[config.mk]
export PLATFORM = sky130hd
export DESIGN_NAME = subscriber_table_lru_top
export DESIGN_NICKNAME = d
export VERILOG_FILES = /design/src/hw/rtl/stl_pkg.sv /design/src/hw/rtl/subscriber_table_lru_top.sv /design/src/hw/rtl/stl_entry_mem.sv /design/src/hw/rtl/stl_id_mem.sv /design/src/hw/rtl/stl_scan.sv
export SDC_FILE = /design/constraint.sdc
export NUM_CORES = 1
export LEC_CHECK = 0
export BUFFER_PORTS_ARGS = -buffer_cell sky130_fd_sc_hd__buf_4
export CELL_PAD_IN_SITES_DETAIL_PLACEMENT = 1
export CELL_PAD_IN_SITES_GLOBAL_PLACEMENT = 1
export CORE_AREA = 5 5 292 294
export DETAILED_ROUTE_END_ITERATION = 8
export DIE_AREA = 0 0 297 299
export HOLD_SLACK_MARGIN = 0.15
export PLACE_DENSITY = 0.79
export SYNTH_ARGS = -nofsm -noshare
export SYNTH_HDL_FRONTEND = slang
export SYNTH_SLANG_ARGS = --single-unit
[constraint.sdc]
create_clock -name clk -period 6.3 [get_ports clk]
set_input_delay 0.63 -clock clk [delete_from_list [all_inputs] [get_ports clk]]
set_output_delay 0.63 -clock clk [all_outputs]
set_load 0.03 [all_outputs]
[src/hw/rtl/stl_pkg.sv]
// ----------------------------------------------------------------------------
// stl_pkg: shared types and constants for the subscriber table
// Field widths, opcodes, sequencer states and defaults.
// ----------------------------------------------------------------------------
package stl_pkg;

  // default table geometry
  localparam int SLOTS_DEF        = 8;
  localparam int IDS_PER_SLOT_DEF = 8;

  // item field widths
  localparam int OP_W    = 2;
  localparam int MAC_W   = 48;
  localparam int TICK_W  = 32;
  localparam int COUNT_W = 8;
  localparam int ID_W    = 32;

  // result field widths
  localparam int SLOT_OUT_W  = 3;
  localparam int ALIVE_OUT_W = 4;

  // stream widths
  localparam int S_DATA_W = 120;
  localparam int S_USER_W = 2;
  localparam int M_DATA_W = 16;

  localparam logic [TICK_W-1:0] LIVENESS_RESET = 32'd1000;

  typedef enum logic [OP_W-1:0] {
    OP_ANNOUNCE = 2'd0,
    OP_ID       = 2'd1,
    OP_COUNT    = 2'd2
  } op_t;

  typedef enum logic [1:0] {
    ST_IDLE,
    ST_SCAN,
    ST_FINISH
  } state_t;

  // outcome of a table walk
  typedef struct packed {
    logic found;     // address matched a used entry
    logic free_got;  // at least one unused slot
  } scan_flags_t;

endpackage

[src/hw/rtl/subscriber_table_lru_top.sv]
// ----------------------------------------------------------------------------
// subscriber_table_lru_top: subscriber table with oldest-stamp eviction
// Address-keyed table of subscribers and their message ids.
// ----------------------------------------------------------------------------
// Usage:
//   Input words arrive on s_*: s_tuser carries the opcode (announce, id
//   element, count query), s_tdata the address, tick, id count and id.
//   Every word yields exactly one result word on m_* (m_tdata only). Write
//   liveness_ticks through cfg_we / cfg_data only while idle; not enforced.
// Sequence:
//   Announce and count query walk all SLOTS entries of the entry memory,
//   one read per cycle on its single read port: each address is issued,
//   its registered read data is checked in stl_scan, and after the last
//   check the block moves to ST_FINISH. Id elements and unused opcodes
//   go straight to ST_FINISH, which registers the result into m_tdata once
//   the output register is free. One word is in work at a time.
// Reset:
//   rst (synchronous) empties the table, clears the current slot and fill
//   position and loads liveness_ticks with 1000. s_tready is low during rst.
// Stall:
//   The result sits in an output register; a new word is taken while it
//   waits, and the block holds in its last step until m_tready frees it.
// ----------------------------------------------------------------------------
module subscriber_table_lru_top #(
  parameter int SLOTS        = stl_pkg::SLOTS_DEF,
  parameter int IDS_PER_SLOT = stl_pkg::IDS_PER_SLOT_DEF
) (
  input  logic                          clk,
  input  logic                          rst,
  input  logic                          cfg_we,
  input  logic [stl_pkg::TICK_W-1:0]    cfg_data,    // liveness_ticks
  input  logic                          s_tvalid,
  output logic                          s_tready,
  // mac[47:0], now_tick[79:48], id_count[87:80], sub_id[119:88]
  input  logic [stl_pkg::S_DATA_W-1:0]  s_tdata,
  // op[1:0]
  input  logic [stl_pkg::S_USER_W-1:0]  s_tuser,
  output logic                          m_tvalid,
  input  logic                          m_tready,
  // slot[2:0], new_entry[3], evicted[4], truncated[5], alive_count[9:6], zero
  output logic [stl_pkg::M_DATA_W-1:0]  m_tdata
);

  localparam int SLOT_W  = $clog2(SLOTS);
  localparam int TOT_W   = $clog2(IDS_PER_SLOT + 1);
  localparam int ALIVE_W = $clog2(SLOTS + 1);
  localparam int IDA_W   = $clog2(SLOTS * IDS_PER_SLOT);
  localparam int ENT_W   = stl_pkg::MAC_W + stl_pkg::TICK_W + 1 + TOT_W;
  localparam int CNT_W   = stl_pkg::COUNT_W;

  stl_pkg::state_t state, state_next;

  // latched word
  stl_pkg::op_t                op;
  logic [stl_pkg::MAC_W-1:0]   mac;
  logic [stl_pkg::TICK_W-1:0]  now_tick;
  logic [CNT_W-1:0]            id_count;
  logic [stl_pkg::ID_W-1:0]    sub_id;

  logic [stl_pkg::TICK_W-1:0]  liveness_ticks;
  logic [SLOTS-1:0]            used;
  logic [SLOT_W-1:0]           cur_slot;
  logic [TOT_W-1:0]            fill;
  logic [TOT_W-1:0]            cur_total;   // id total of the current slot

  // walk control
  logic [SLOT_W:0]             issue_cnt;
  logic                        chk;
  logic [SLOT_W-1:0]           chk_idx;
  logic                        chk_last;

  logic                        in_acc;
  logic                        out_free;
  logic                        issue;
  logic                        scan_clear;
  logic                        finish;

  logic [ENT_W-1:0]            rd_data;
  logic [ENT_W-1:0]            wr_data;
  logic                        ent_we;
  logic                        id_we;
  logic [IDA_W-1:0]            id_addr;

  stl_pkg::scan_flags_t        flags;
  logic [SLOT_W-1:0]           hit_idx;
  logic [SLOT_W-1:0]           free_idx;
  logic [SLOT_W-1:0]           old_idx;
  logic [ALIVE_W-1:0]          alive;

  // write-back decisions
  logic [SLOT_W-1:0]           ann_idx;
  logic [TOT_W-1:0]            ann_total;
  logic                        ann_trunc;
  logic                        id_ok;
  logic [SLOT_W-1:0]           res_idx;
  logic [SLOT_W+2:0]           res_idx_wide;
  logic [ALIVE_W+3:0]          alive_wide;
  logic [stl_pkg::M_DATA_W-1:0] res_data;

  assign s_tready = (state == stl_pkg::ST_IDLE) && !rst;
  assign in_acc   = s_tvalid && s_tready;
  assign out_free = !m_tvalid || m_tready;
  assign issue    = (state == stl_pkg::ST_SCAN) && (issue_cnt < (SLOT_W+1)'(SLOTS));
  assign finish   = (state == stl_pkg::ST_FINISH) && out_free;

  always_ff @(posedge clk) begin
    if (rst) begin
      state <= stl_pkg::ST_IDLE;
    end else begin
      state <= state_next;
    end
  end

  always_comb begin
    state_next = state;
    scan_clear = 1'b0;
    unique case (state)
      stl_pkg::ST_IDLE: begin
        if (in_acc) begin
          if (stl_pkg::op_t'(s_tuser) == stl_pkg::OP_ANNOUNCE ||
              stl_pkg::op_t'(s_tuser) == stl_pkg::OP_COUNT) begin
            state_next = stl_pkg::ST_SCAN;
            scan_clear = 1'b1;
          end else begin
            state_next = stl_pkg::ST_FINISH;
          end
        end
      end
      stl_pkg::ST_SCAN: begin
        if (chk && chk_last) begin
          state_next = stl_pkg::ST_FINISH;
        end
      end
      stl_pkg::ST_FINISH: begin
        if (out_free) begin
          state_next = stl_pkg::ST_IDLE;
        end
      end
      default: state_next = stl_pkg::ST_IDLE;
    endcase
  end

  always_ff @(posedge clk) begin
    if (in_acc) begin
      op       <= stl_pkg::op_t'(s_tuser);
      mac      <= s_tdata[47:0];
      now_tick <= s_tdata[79:48];
      id_count <= s_tdata[87:80];
      sub_id   <= s_tdata[119:88];
    end
  end

  always_ff @(posedge clk) begin
    if (rst) begin
      liveness_ticks <= stl_pkg::LIVENESS_RESET;
    end else if (cfg_we) begin
      liveness_ticks <= cfg_data;
    end
  end

  // walk: address issued in one cycle, checked in the next
  always_ff @(posedge clk) begin
    if (rst) begin
      issue_cnt <= '0;
      chk       <= 1'b0;
    end else begin
      if (scan_clear) begin
        issue_cnt <= '0;
      end else if (issue) begin
        issue_cnt <= issue_cnt + (SLOT_W+1)'(1);
      end
      chk <= issue;
    end
  end

  always_ff @(posedge clk) begin
    chk_idx  <= issue_cnt[SLOT_W-1:0];
    chk_last <= (issue_cnt == (SLOT_W+1)'(SLOTS - 1));
  end

  stl_entry_mem #(
    .DEPTH  (SLOTS),
    .DATA_W (ENT_W)
  ) u_entry_mem (
    .clk     (clk),
    .we      (ent_we),
    .wr_addr (ann_idx),
    .wr_data (wr_data),
    .rd_addr (issue_cnt[SLOT_W-1:0]),
    .rd_data (rd_data)
  );

  stl_scan #(
    .SLOTS (SLOTS)
  ) u_scan (
    .clk            (clk),
    .rst            (rst),
    .clear          (scan_clear),
    .chk            (chk),
    .chk_idx        (chk_idx),
    .chk_used       (used[chk_idx]),
    .ent_addr       (rd_data[ENT_W-1 -: stl_pkg::MAC_W]),
    .ent_seen       (rd_data[ENT_W-stl_pkg::MAC_W-1 -: stl_pkg::TICK_W]),
    .mac            (mac),
    .now_tick       (now_tick),
    .liveness_ticks (liveness_ticks),
    .flags          (flags),
    .hit_idx        (hit_idx),
    .free_idx       (free_idx),
    .old_idx        (old_idx),
    .alive          (alive)
  );

  stl_id_mem #(
    .DEPTH (SLOTS * IDS_PER_SLOT)
  ) u_id_mem (
    .clk     (clk),
    .we      (id_we),
    .wr_addr (id_addr),
    .wr_data (sub_id)
  );

  // slot choice: match, else lowest free, else oldest stamp
  always_comb begin
    priority if (flags.found) begin
      ann_idx = hit_idx;
    end else if (flags.free_got) begin
      ann_idx = free_idx;
    end else begin
      ann_idx = old_idx;
    end
  end

  always_comb begin
    ann_trunc = id_count > CNT_W'(IDS_PER_SLOT);
    if (id_count == '0) begin
      ann_total = '0;
    end else if (ann_trunc) begin
      ann_total = TOT_W'(IDS_PER_SLOT);
    end else begin
      ann_total = id_count[TOT_W-1:0];
    end
  end

  assign wr_data = {mac, now_tick, (id_count == '0), ann_total};
  assign ent_we  = finish && (op == stl_pkg::OP_ANNOUNCE);
  assign id_ok   = fill < cur_total;
  assign id_we   = finish && (op == stl_pkg::OP_ID) && id_ok;
  assign id_addr = IDA_W'(cur_slot) * IDA_W'(IDS_PER_SLOT) + IDA_W'(fill);

  always_ff @(posedge clk) begin
    if (rst) begin
      used      <= '0;
      cur_slot  <= '0;
      fill      <= '0;
      cur_total <= '0;
    end else if (ent_we) begin
      used[ann_idx] <= 1'b1;
      cur_slot      <= ann_idx;
      fill          <= '0;
      cur_total     <= ann_total;
    end else if (id_we) begin
      fill <= fill + TOT_W'(1);
    end
  end

  assign res_idx      = (op == stl_pkg::OP_ANNOUNCE) ? ann_idx : cur_slot;
  assign res_idx_wide = {3'b000, res_idx};
  assign alive_wide   = {4'b0000, alive};

  always_comb begin
    res_data = '0;
    unique case (op)
      stl_pkg::OP_ANNOUNCE: begin
        res_data[2:0] = res_idx_wide[2:0];
        res_data[3]   = !flags.found;
        res_data[4]   = !flags.found && !flags.free_got;
        res_data[5]   = ann_trunc;
      end
      stl_pkg::OP_ID: begin
        res_data[2:0] = res_idx_wide[2:0];
        res_data[5]   = !id_ok;
      end
      stl_pkg::OP_COUNT: begin
        res_data[9:6] = alive_wide[3:0];
      end
      default: res_data = '0;
    endcase
  end

  always_ff @(posedge clk) begin
    if (rst) begin
      m_tvalid <= 1'b0;
    end else if (finish) begin
      m_tvalid <= 1'b1;
    end else if (m_tready) begin
      m_tvalid <= 1'b0;
    end
  end

  always_ff @(posedge clk) begin
    if (finish) begin
      m_tdata <= res_data;
    end
  end

endmodule

[src/hw/rtl/stl_entry_mem.sv]
// ----------------------------------------------------------------------------
// stl_entry_mem: per-slot entry storage
// One write port, one read port with registered read data.
// ----------------------------------------------------------------------------
module stl_entry_mem #(
  parameter int DEPTH  = stl_pkg::SLOTS_DEF,
  parameter int DATA_W = 88
) (
  input  logic                     clk,
  input  logic                     we,
  input  logic [$clog2(DEPTH)-1:0] wr_addr,
  input  logic [DATA_W-1:0]        wr_data,
  input  logic [$clog2(DEPTH)-1:0] rd_addr,
  output logic [DATA_W-1:0]        rd_data
);

  logic [DATA_W-1:0] mem [DEPTH];

  always_ff @(posedge clk) begin
    if (we) begin
      mem[wr_addr] <= wr_data;
    end
  end

  // the walk's reads and the write-back never overlap: they happen in separate states
  always_ff @(posedge clk) begin
    rd_data <= mem[rd_addr];
  end

endmodule

[src/hw/rtl/stl_id_mem.sv]
// ----------------------------------------------------------------------------
// stl_id_mem: subscribed id storage
// SLOTS x IDS_PER_SLOT words, flat addressed as slot * IDS_PER_SLOT + position.
// ----------------------------------------------------------------------------
module stl_id_mem #(
  parameter int DEPTH = stl_pkg::SLOTS_DEF * stl_pkg::IDS_PER_SLOT_DEF
) (
  input  logic                       clk,
  input  logic                       we,
  input  logic [$clog2(DEPTH)-1:0]   wr_addr,
  input  logic [stl_pkg::ID_W-1:0]   wr_data
);

  logic [stl_pkg::ID_W-1:0] mem [DEPTH];

  always_ff @(posedge clk) begin
    if (we) begin
      mem[wr_addr] <= wr_data;
    end
  end

endmodule

[src/hw/rtl/stl_scan.sv]
// ----------------------------------------------------------------------------
// stl_scan: table walk accumulator
// Takes one entry per cycle and tracks first match, lowest free slot,
// oldest stamp and the live-entry count.
// ----------------------------------------------------------------------------
module stl_scan #(
  parameter int SLOTS = stl_pkg::SLOTS_DEF
) (
  input  logic                            clk,
  input  logic                            rst,
  input  logic                            clear,
  input  logic                            chk,
  input  logic [$clog2(SLOTS)-1:0]        chk_idx,
  input  logic                            chk_used,
  input  logic [stl_pkg::MAC_W-1:0]       ent_addr,
  input  logic [stl_pkg::TICK_W-1:0]      ent_seen,
  input  logic [stl_pkg::MAC_W-1:0]       mac,
  input  logic [stl_pkg::TICK_W-1:0]      now_tick,
  input  logic [stl_pkg::TICK_W-1:0]      liveness_ticks,
  output stl_pkg::scan_flags_t            flags,
  output logic [$clog2(SLOTS)-1:0]        hit_idx,
  output logic [$clog2(SLOTS)-1:0]        free_idx,
  output logic [$clog2(SLOTS)-1:0]        old_idx,
  output logic [$clog2(SLOTS+1)-1:0]      alive
);

  localparam int ALIVE_W = $clog2(SLOTS + 1);

  logic [stl_pkg::TICK_W-1:0] old_seen;
  logic [stl_pkg::TICK_W-1:0] age;
  logic                       is_hit;
  logic                       is_live;
  logic                       is_older;

  assign age      = now_tick - ent_seen;
  assign is_hit   = chk_used && (ent_addr == mac);
  assign is_live  = chk_used && (age < liveness_ticks);
  // strict compare keeps the lowest index on equal stamps
  assign is_older = (chk_idx == '0) || (ent_seen < old_seen);

  always_ff @(posedge clk) begin
    if (rst || clear) begin
      flags <= '0;
      alive <= '0;
    end else if (chk) begin
      if (is_hit && !flags.found) begin
        flags.found <= 1'b1;
      end
      if (!chk_used && !flags.free_got) begin
        flags.free_got <= 1'b1;
      end
      if (is_live) begin
        alive <= alive + ALIVE_W'(1);
      end
    end
  end

  always_ff @(posedge clk) begin
    if (chk) begin
      if (is_hit && !flags.found) begin
        hit_idx <= chk_idx;
      end
      if (!chk_used && !flags.free_got) begin
        free_idx <= chk_idx;
      end
      if (is_older) begin
        old_idx  <= chk_idx;
        old_seen <= ent_seen;
      end
    end
  end

endmodule

# Yosys cells after proc, flatten, opt, wreduce, memory -nomap -nowiden
# Memories as Yosys holds them, arrays and structs flattened. A register that Yosys moved wholly into a read port is not among the register bits.
# Cells that the tools add are included.
totals:
  register_bits: 210
  latch_bits: 0
  ram_bits: 680
  rom_bits: 0
  inputBits: 159
  out_inout_bits: 18
  word_cells: 110
  mem_count: 1
memory_table:
  columns: ["name", "words", "width", "rd", "rd_clocked_by_memory_dff", "write_ports", "line", "rtl"]
  rows:
  - ["u_entry_mem.mem", 8, 85, 1, 1, 1, "stl_entry_mem.sv:17", "logic [DATA_W-1:0] mem [DEPTH];"]
op_classes:
  n_addsub: 4
  multipliers: 0
  div: 0
  order_cmp: 8
  n_eq_ne: 10
  n_shift: 0
  muxes: 22
  bitwise: 1
  n_reduce_logical: 38
ops:
  columns: ["cell", "n"]
  rows:
  - ["< comparator 32 bit", 2]
  - ["equality test 48 bit", 1]
  - ["subtractor 32 bit", 1]
  - ["logical AND 1 bit", 14]
  - ["adder 4 x 1 -> 4 bit, second input constant", 3]
  - ["two-way mux 1 bit", 9]
  - ["two-way mux 3 bit", 3]
  - ["greater-than comparator 8 x 4 -> 1 bit, second input constant", 1]
  - ["zero test 8 bit", 1]
  - ["< comparator 3 x 4 -> 1 bit, second input constant", 2]
  - ["two-way mux 2 bit", 4]
  - ["two-way mux 4 bit", 2]
  - ["bitwise OR 8 bit", 1]
  - ["AND reduction 2 bit", 4]
  - ["equality test 2 bit, second input constant", 3]
  - ["zero test 1 bit", 6]
  - ["zero test 2 bit", 3]
  - ["case mux 2 bit (3 select lines)", 1]
  - ["OR reduction 2 bit", 3]
  - ["equality test 2 x 1 -> 1 bit, second input constant", 2]
  - ["equality test 4 x 3 -> 1 bit, second input constant", 1]
  - ["logical OR 1 bit", 4]
  - ["< comparator 4 bit", 1]
  - ["< comparator 4 bit, second input constant", 1]
  - ["9 further kinds", 10]

# Longest topological paths before layout
# Gate-level depths: netlist of the first run.
depth:
  word_depth: 7
  ltp_mapped: 19
  depth_no_buf: 19

# Cells and area by module
# A second synthesis of the first run with hierarchy kept.
unflattened:
  hier_cells: 2087
  hier_area_um2: 38383.1
by_module_without_submodules:
  columns: ["module", "instances", "cells_per_inst", "area_per_inst_um2", "seq_area_each_um2"]
  rows:
  - ["stl_entry_mem", 1, 1080, 27239.9, 22121.2]
  - ["subscriber_table_lru_top", 1, 395, 5748.0, 4264.1]
  - ["stl_scan", 1, 612, 5395.2, 1351.3]

# Worst setup path before layout of the first run
# Ideal clock, no wire load.
synth_path:
  path_type: "input port to flip-flop"
  startpoint: "input m_tready"
  endpoint: "memory u_entry_mem.mem[1][10] in the netlist's numbering (enable)"
  setup_time_ns: 0.521
  arrival_time_ns: 5.273
  required_ns: 5.779
  path_slack_ns: 0.507
  path_stages: 6
  n_path_buf: 1
  cell_sequence: "nand2b_1 -> nor2b_1 -> and2_1 -> buf_2 -> nand2b_1 -> nor2_1"
synth_between:
  elab_chain_len: 5
synth_lines:
  columns: ["element", "line", "rtl"]
  rows:
  - ["from (decl)", "subscriber_table_lru_top.sv:39", "input logic m_tready,"]
  - ["logical OR 1 bit", "subscriber_table_lru_top.sv:102", "assign out_free = !m_tvalid || m_tready;"]
  - ["logical AND 1 bit", "subscriber_table_lru_top.sv:104", "assign finish = (state == stl_pkg::ST_FINISH) && out_free;"]
  - ["net finish", "subscriber_table_lru_top.sv:76", "logic finish;"]
  - ["logical AND 1 bit", "subscriber_table_lru_top.sv:246", "assign ent_we = finish && (op == stl_pkg::OP_ANNOUNCE);"]
  - ["two-way mux 1 bit", "stl_entry_mem.sv:20", "if (we) begin"]
  - ["two-way mux 1 bit (implied by the code)", "stl_entry_mem.sv:21", "mem[wr_addr] <= wr_data;"]
  - ["to (decl)", "stl_entry_mem.sv:17", null]
# The timed path passes the listed nets, and every way through them passes these cells.

# Final worst setup path of the first run
layout_path:
  startpoint: "register now_tick[0] in the netlist's numbering"
  endpoint: "register u_scan.alive[3]"
layout_between:
  elab_chain_len: 4
layout_lines:
  columns: ["element", "line", "rtl"]
  rows:
  - ["from (decl)", "subscriber_table_lru_top.sv:56", "logic [stl_pkg::TICK_W-1:0] now_tick;"]
  - ["from (signal assigned)", "subscriber_table_lru_top.sv:147", "now_tick <= s_tdata[79:48];"]
  - ["subtractor 32 bit", "stl_scan.sv:35", "assign age = now_tick - ent_seen;"]
  - ["< comparator 32 bit", "stl_scan.sv:37", "assign is_live = chk_used && (age < liveness_ticks);"]
  - ["logical AND 1 bit", "stl_scan.sv:37", null]
  - ["AND reduction 2 bit (no source line)", null, null]
  - ["to (signal assigned)", "stl_scan.sv:53", "alive <= alive + ALIVE_W'(1);"]
  - ["to (decl)", "stl_scan.sv:24", "output logic [$clog2(SLOTS+1)-1:0] alive"]
# Every way passes these cells.
# A chain may end at the register's enable or synchronous reset.

==> results.cfg, run 1 <==
[logic_synthesis]
yosysUniqueCellTypes = 76
synth_top_area_share_pct = 64.1
synthDominantAreaCellType = sky130_fd_sc_hd__edfxtp_1
synth_seq_area_share_pct = 72.3
synth-edff-count = 781
synth_area_leaders = sky130_fd_sc_hd__edfxtp_1 (64%), sky130_fd_sc_hd__mux4_2 (9.8%), sky130_fd_sc_hd__dfxtp_1 (8.2%)
syn_avg_cell_area_um2 = 18.1
synth_top_flop_cell = sky130_fd_sc_hd__edfxtp_1
post_synth_arst_share_pct = 0
ys.warnings.count = 0
post_synth_inst_count = 2019
syn-cell-area_mm2 = 0.0366
synth_seq_cells = 930

[timing]
setup_viol = 0
clock_skew_ns = 0.0182
fmax_mhz = 210
unrepaired_setup_endpoints_after_global_routing = no
hold_viol_final = 0
min_period_over_period_pct = 75.8
fin_tns_setup_ns = 0
timing.max_slew.rel_slack_pct = 38.2
tightestPinTransition_ns = 0.918
fin_max_slew_vios = 0
finalWorstPathRequiredPeriod_ns = 4.77

[cells_and_area]
most-common-layout-cells = sky130_fd_sc_hd__edfxtp_1 (781), sky130_fd_sc_hd__mux4_2 (160), sky130_fd_sc_hd__dfxtp_1 (146)
final.fill_count = 7551
layoutNonFillerInstCount = 3439
area_delta_synth_final_pct = 17.2
net_total_in_the_final_layout = 2536
share_of_final_layout_standard_cells_stronger_than_drive_strength_1_pct = 24.4
layout.cells.most_common = sky130_fd_sc_hd__edfxtp_1
num_antenna_cells = 0

[worst_setup_path]
logic_depth_of_the_worst_path_buffers_included = 18
critical_path.reg2reg.endpoint = u_scan.alive[3]
critical_path.endpoint = u_scan.alive[3]
worstPathMaxFanout = 9
crit_path_start_kind = flop
setup.worst_path.class = reg2reg
worst_setup_path_end_kind = flop
setup.worst_path.start = now_tick[0]
timing.critical_path.cells = inv_1, ha_1, inv_1, fa_1, a21oi_2, o211ai_2, a211o_1, a21oi_2, o31a_2, o221a_2, xnor2_2, ha_1, and4_2, a221oi_4, nand3_2, o21ai_2, nand4_1, mux2_1
r2r_start = now_tick[0]
cp.required_ns = 6.83
worst_path_largest_cell_delay_ns = 0.52
worst_r2r_path_depth = 18
cpMaxStageDelayCell = sky130_fd_sc_hd__edfxtp_1
path_buf_inv = 2
regToRegSetupSlack_ns = 1.53
worst_ep_arrival_time_ns = 5.30
crit_family = compound AO/OA/AOI/OAI gates

[clocking]
worst_skew_pair_later_pin_latency_ns = 0.65
clock_tree.root_cell = sky130_fd_sc_hd__clkbuf_16
h-tree-depth = 3
numCtsBuffers = 96
clk_pin_slew_worst_paths_ns = 0.06
cts_tree = yes
cts.sinks = 930
cts.hold.buffers_added = 73
resized_cells_post_cts = 0
cts_post_setup_buffers_inserted = 0
clock_path_buffers = 3

[route]
detailedRoute.firstPassIterationCount = 5
number_of_violations_reported_at_the_end_of_detailed_routing_iteration_0 = 1234
detail_route.drc_violations = 0
route.antenna.remaining_nets = 0
wl_um = 81600
routed-via-count = 18709
routed_via_density = 5.44
routed_wire_length_per_instance_um = 23.7

[global_route]
grt_overflow_total = 0
antenna_found_initial = 5
grt_pass1_vias = 20767
grt_pass1_wl_um = 126000
grt_max_degree = 129
gr-usage-all-layers_pct = 18.3

[min_path]
hp-class = in2reg

[power]
peakVddDrop_mv = 0.237
p_leak_nw = 14.7
pwr_density_cell_mw_per_mm2 = 304

[floorplan]
dieWidth_um = 297
floorplan.rows = 106
design.core.area_mm2 = 0.0826
start_util_pct = 44.3
dieArea_mm2 = 0.0888
ios = 177
chip_height_um = 299

[run_status]
outcome = complete, no violations

[placed_design]
dpl.cell_count = 3185
routabilityCongestion = 0.825
dp_hpwl_um = 46300
port-buffer-count = 138

[run]
max-cap-violations = 0
[cell usage after synthesis (all sizes together) (10+ instances only)]
library cell and n:
xor2 34, and2 10, o211ai 13, mux4 162, o21ai 27, nor3 14
nor2 85, nand4 17, xnor2 45, a21o 27, ha 99, dfxtp 149
edfxtp 781, clkbuf 42, nand2 55, o21a 13, nand3 13, a21oi 73
buf 30, mux2i 33, mux2 82, inv 119
[per-layer routing]
| layer | part of all wire [%] | GRT usage, % | routed length, µm | vias to the layer above |
|---|---|---|---|---|
| met3 | 4.2 | 2.70 | 3460 | 125 |
| met5 | 0.016 | 0 | 13 | - |
| met1 | 42 | 23.9 | 34100 | 9786 |
| met4 | 2.4 | 5.29 | 1990 | 2 |
| li1 | - | - | - | 8372 |
| met2 | 52 | 32.2 | 42000 | 424 |
[power by group]
part / internal (mW) / total, mW / switching [mW]
Sequential: 6.72 / 6.82 / 0.0913
Combinational: 0.309 / 0.631 / 0.322
Clock: 3.27 / 5.61 / 2.34
[stage by stage]
step / cell area, µm² / total power [mW] / util [%] / setup WS, ns / hold WS (ns)
3_3_place_gp: 39000 / 7.50 / 47.2 / 1.66 / 0.439
4_1_cts: 42900 / 13.2 / 51.9 / 1.52 / 0.152
6_report: 42900 / 13.1 / 51.9 / 1.53 / 0.185
3_5_place_dp: 39000 / 7.54 / 47.2 / 1.59 / 0.452
2_1_floorplan: 36600 / 7.31 / - / 0.507 / 0.347
5_1_grt: 42900 / 13.6 / 51.9 / 1.26 / 0.150
[cell type report]
class | instances | area [µm²] | area share [%]
inverter | 119 | 449 | 1.05
clock inverter | 50 | 482 | 1.12
timing repair buffer | 227 | 2010 | 4.69
sequential | 930 | 26400 | 61.7
multi-input combinational | 903 | 9480 | 22.1
clock buffer | 130 | 2670 | 6.23
tap | 1080 | 1350 | 3.15
[logic make-up (layout without fill, tap and decap cells)]
family / after synthesis / in the layout / synth area share [%]
AND/OR/NAND/NOR: 236 / 236 / 3.09
buffers and inverters: 191 / 526 / 2.09
other: 1 / 6 / 0.0102
AO/OA/AOI/OAI: 205 / 205 / 3.76
flip-flops: 930 / 930 / 72.3
adder cells (fa/ha/maj): 100 / 100 / 3.44
XOR/XNOR: 79 / 79 / 1.91
multiplexers: 277 / 277 / 13.4
[worst min-delay path by stage]
stage	depth (start not counted)	startpoint	slack, ns	to
after floorplan	0	issue_cnt[2]	0.35	chk_idx[2]
after CTS	1	s_tdata[21]	0.15	mac[21]
final	1	s_tdata[21]	0.19	mac[21]
after global placement	1	used[6]	0.44	used[6]
after global routing	1	s_tdata[6]	0.15	mac[6]
after detailed placement	1	used[5]	0.45	used[5]
[sequential cells by signal, indices dropped and copies added, names as in the netlist, 10 cells and up]
name                 flops
mac                     48
liveness_ticks          32
u_scan.old_seen         32
u_entry_mem.mem        640
u_entry_mem.rd_data     80
m_tdata                 10
now_tick                32
No activity file was read; power rests on OpenSTA's default activity.
==> inputs of run 2 (changes only) <==
Clock period 6.3 ns to 4.45 ns, I/O delays scaled along.
==> results.cfg, run 2 (synthesis gave the netlist of run 1 again) <==
[route]
detailedRoute.firstPassIterationCount = 5
routed_wire_length_per_instance_um = 24.2
number_of_violations_reported_at_the_end_of_detailed_routing_iteration_0 = 1402
route.antenna.remaining_nets = 0
routed_via_density = 5.45
routed-via-count = 19284
wl_um = 85600
detail_route.drc_violations = 0

[cells_and_area]
most-common-layout-cells = sky130_fd_sc_hd__edfxtp_1 (781), sky130_fd_sc_hd__buf_4 (191), sky130_fd_sc_hd__mux4_2 (160)
layout.cells.most_common = sky130_fd_sc_hd__edfxtp_1
layoutNonFillerInstCount = 3541
layout.cell_area.non_filler_mm2 = 0.0440
area_delta_synth_final_pct = 20.3
share_of_final_layout_standard_cells_stronger_than_drive_strength_1_pct = 26.4
num_antenna_cells = 0
layout_top_registers = u_entry_mem.mem (640), u_entry_mem.rd_data (80), mac (48)
number_of_flip_flops_under_the_largest_register_name = 640
final_core_util_pct = 53.3
net_total_in_the_final_layout = 2641
most_flops_register = u_entry_mem.mem
final.fill_count = 7437

[worst_setup_path]
path_buf_inv = 0
worst_r2r_path_depth = 14
worst_path_largest_cell_delay_ns = 0.49
critical_path.reg2reg.endpoint = u_scan.alive[3]
setup.worst_path.start = now_tick[10]
cpMaxStageDelayCell = sky130_fd_sc_hd__edfxtp_1
r2r_start = now_tick[10]
worst_setup_path_end_kind = flop
timing.critical_path.cells = ha_2, o21ai_0, a211o_1, a32oi_2, nand2_1, o311ai_0, o211ai_1, ha_1, and4_2, a221oi_4, nand3_2, o21ai_2, nand4_1, mux2_1
logic_depth_of_the_worst_path_buffers_included = 14
cp.required_ns = 4.99
worst_ep_arrival_time_ns = 4.81
critical_path.endpoint = u_scan.alive[3]
crit_path_start_kind = flop
worstPathMaxFanout = 6
crit_family = compound AO/OA/AOI/OAI gates
regToRegSetupSlack_ns = 0.18
setup.worst_path.class = reg2reg

[floorplan]
dieArea_mm2 = 0.0888
start_util_pct = 44.3
dieWidth_um = 297
ios = 177
design.core.area_mm2 = 0.0826
chip_height_um = 299
floorplan.rows = 106

[timing]
fmax_mhz = 234
fin_tns_setup_ns = 0
timing.max_slew.rel_slack_pct = 30.2
setup_viol = 0
finalWorstPathRequiredPeriod_ns = 4.27
clock_skew_ns = 0.0601
min_period_over_period_pct = 95.9
final.hold.worst_slack_ns = 0.234
hold_viol_final = 0
fin_max_slew_vios = 0
tightestPinTransition_ns = 1.05

[run]
max-cap-violations = 0

[clocking]
cts.sinks = 930
clock_tree.root_cell = sky130_fd_sc_hd__clkbuf_16
h-tree-depth = 3
numCtsBuffers = 92
cts_tree = yes
clock_path_buffers = 3
worst_skew_pair_later_pin_latency_ns = 0.67
clk_pin_slew_worst_paths_ns = 0.06

[global_route]
grt_overflow_total = 0
grt_max_degree = 82
gr-usage-all-layers_pct = 19.2
grt_pass1_wl_um = 131000
grt_pass1_vias = 21264
antenna_found_initial = 3

[placed_design]
port-buffer-count = 138
dpl.cell_count = 3210
routabilityCongestion = 0.826
dpl_cell_area_mm2 = 0.0393
dp_hpwl_um = 50400

[power]
p_leak_nw = 15.1
peakVddDrop_mv = 0.339
pwr_density_cell_mw_per_mm2 = 418

[min_path]
hp-class = in2reg

[run_status]
outcome = complete, no violations
## run 2: cell types whose count changed in the layout (fill, tap and decap cells not counted), moves of 3 or more
cell | before | now
sky130_fd_sc_hd__clkbuf_8 | 10 | 6
sky130_fd_sc_hd__buf_12 | 10 | 21
sky130_fd_sc_hd__buf_4 | 143 | 191
sky130_fd_sc_hd__ha_1 | 99 | 89
sky130_fd_sc_hd__clkbuf_16 | 98 | 93
sky130_fd_sc_hd__dlygate4sd3_1 | 73 | 124
sky130_fd_sc_hd__clkinvlp_4 | 2 | 5
sky130_fd_sc_hd__clkbuf_1 | 22 | 15
sky130_fd_sc_hd__ha_2 | 0 | 7
sky130_fd_sc_hd__clkinv_4 | 0 | 3
sky130_fd_sc_hd__ha_4 | 0 | 3
## run 2: layout make-up
cell class | count | area [µm²] | share of cell area (%)
inverters | 119 | 449 | 1.02
repair buffers | 336 | 3100 | 7.04
well taps | 1080 | 1350 | 3.07
clock inverters | 59 | 612 | 1.39
flip-flops and latches | 930 | 26400 | 60.1
multi-input cells | 903 | 9580 | 21.8
clock buffers | 114 | 2470 | 5.60
## run 2: through the flow
step                      total power [mW]  setup WS [ns]
after floorplan                       10.4          -1.16
after global placement                10.6          0.120
after detailed placement              10.7         0.0114
after CTS                             18.6         0.0223
after global routing                  19.2       -0.00695
final                                 18.4          0.183
## run 2: routing by layer
metal	track usage (%)	vias up	part of all wire, %
met4	4.35	0	2.0
met1	25.6	10081	42
met2	33.8	499	51
met3	2.83	114	4.4
li1	-	8590	-
met5	0	-	0
## run 2: repair_timing
item / 4_1_cts / 5_1_grt
endpoints found under the setup margin: 0 / 4
resized for setup: 0 / 21
hold buffers: 124 / 0
setup buffers: 0 / 34
endpoints found under the hold margin: 125 / 0
## run 2: worst min path at each step
| stage | start | endpoint | slack [ns] | cells after the start |
|---|---|---|---|---|
| 6_report | rst | liveness_ticks[14] | 0.23 | 2 |
| 2_1_floorplan | issue_cnt[2] | chk_idx[2] | 0.35 | 0 |
| 4_1_cts | rst | liveness_ticks[14] | 0.20 | 2 |
| 3_3_place_gp | used[3] | used[3] | 0.44 | 1 |
| 5_1_grt | rst | liveness_ticks[10] | 0.24 | 2 |
| 3_5_place_dp | cur_slot[1] | cur_slot[1] | 0.46 | 2 |
## run 2: where the power goes
group,internal [mW],switching (mW)
combinational,0.498,0.480
clock,4.45,3.34
sequential,9.52,0.128
total,14.5,3.95
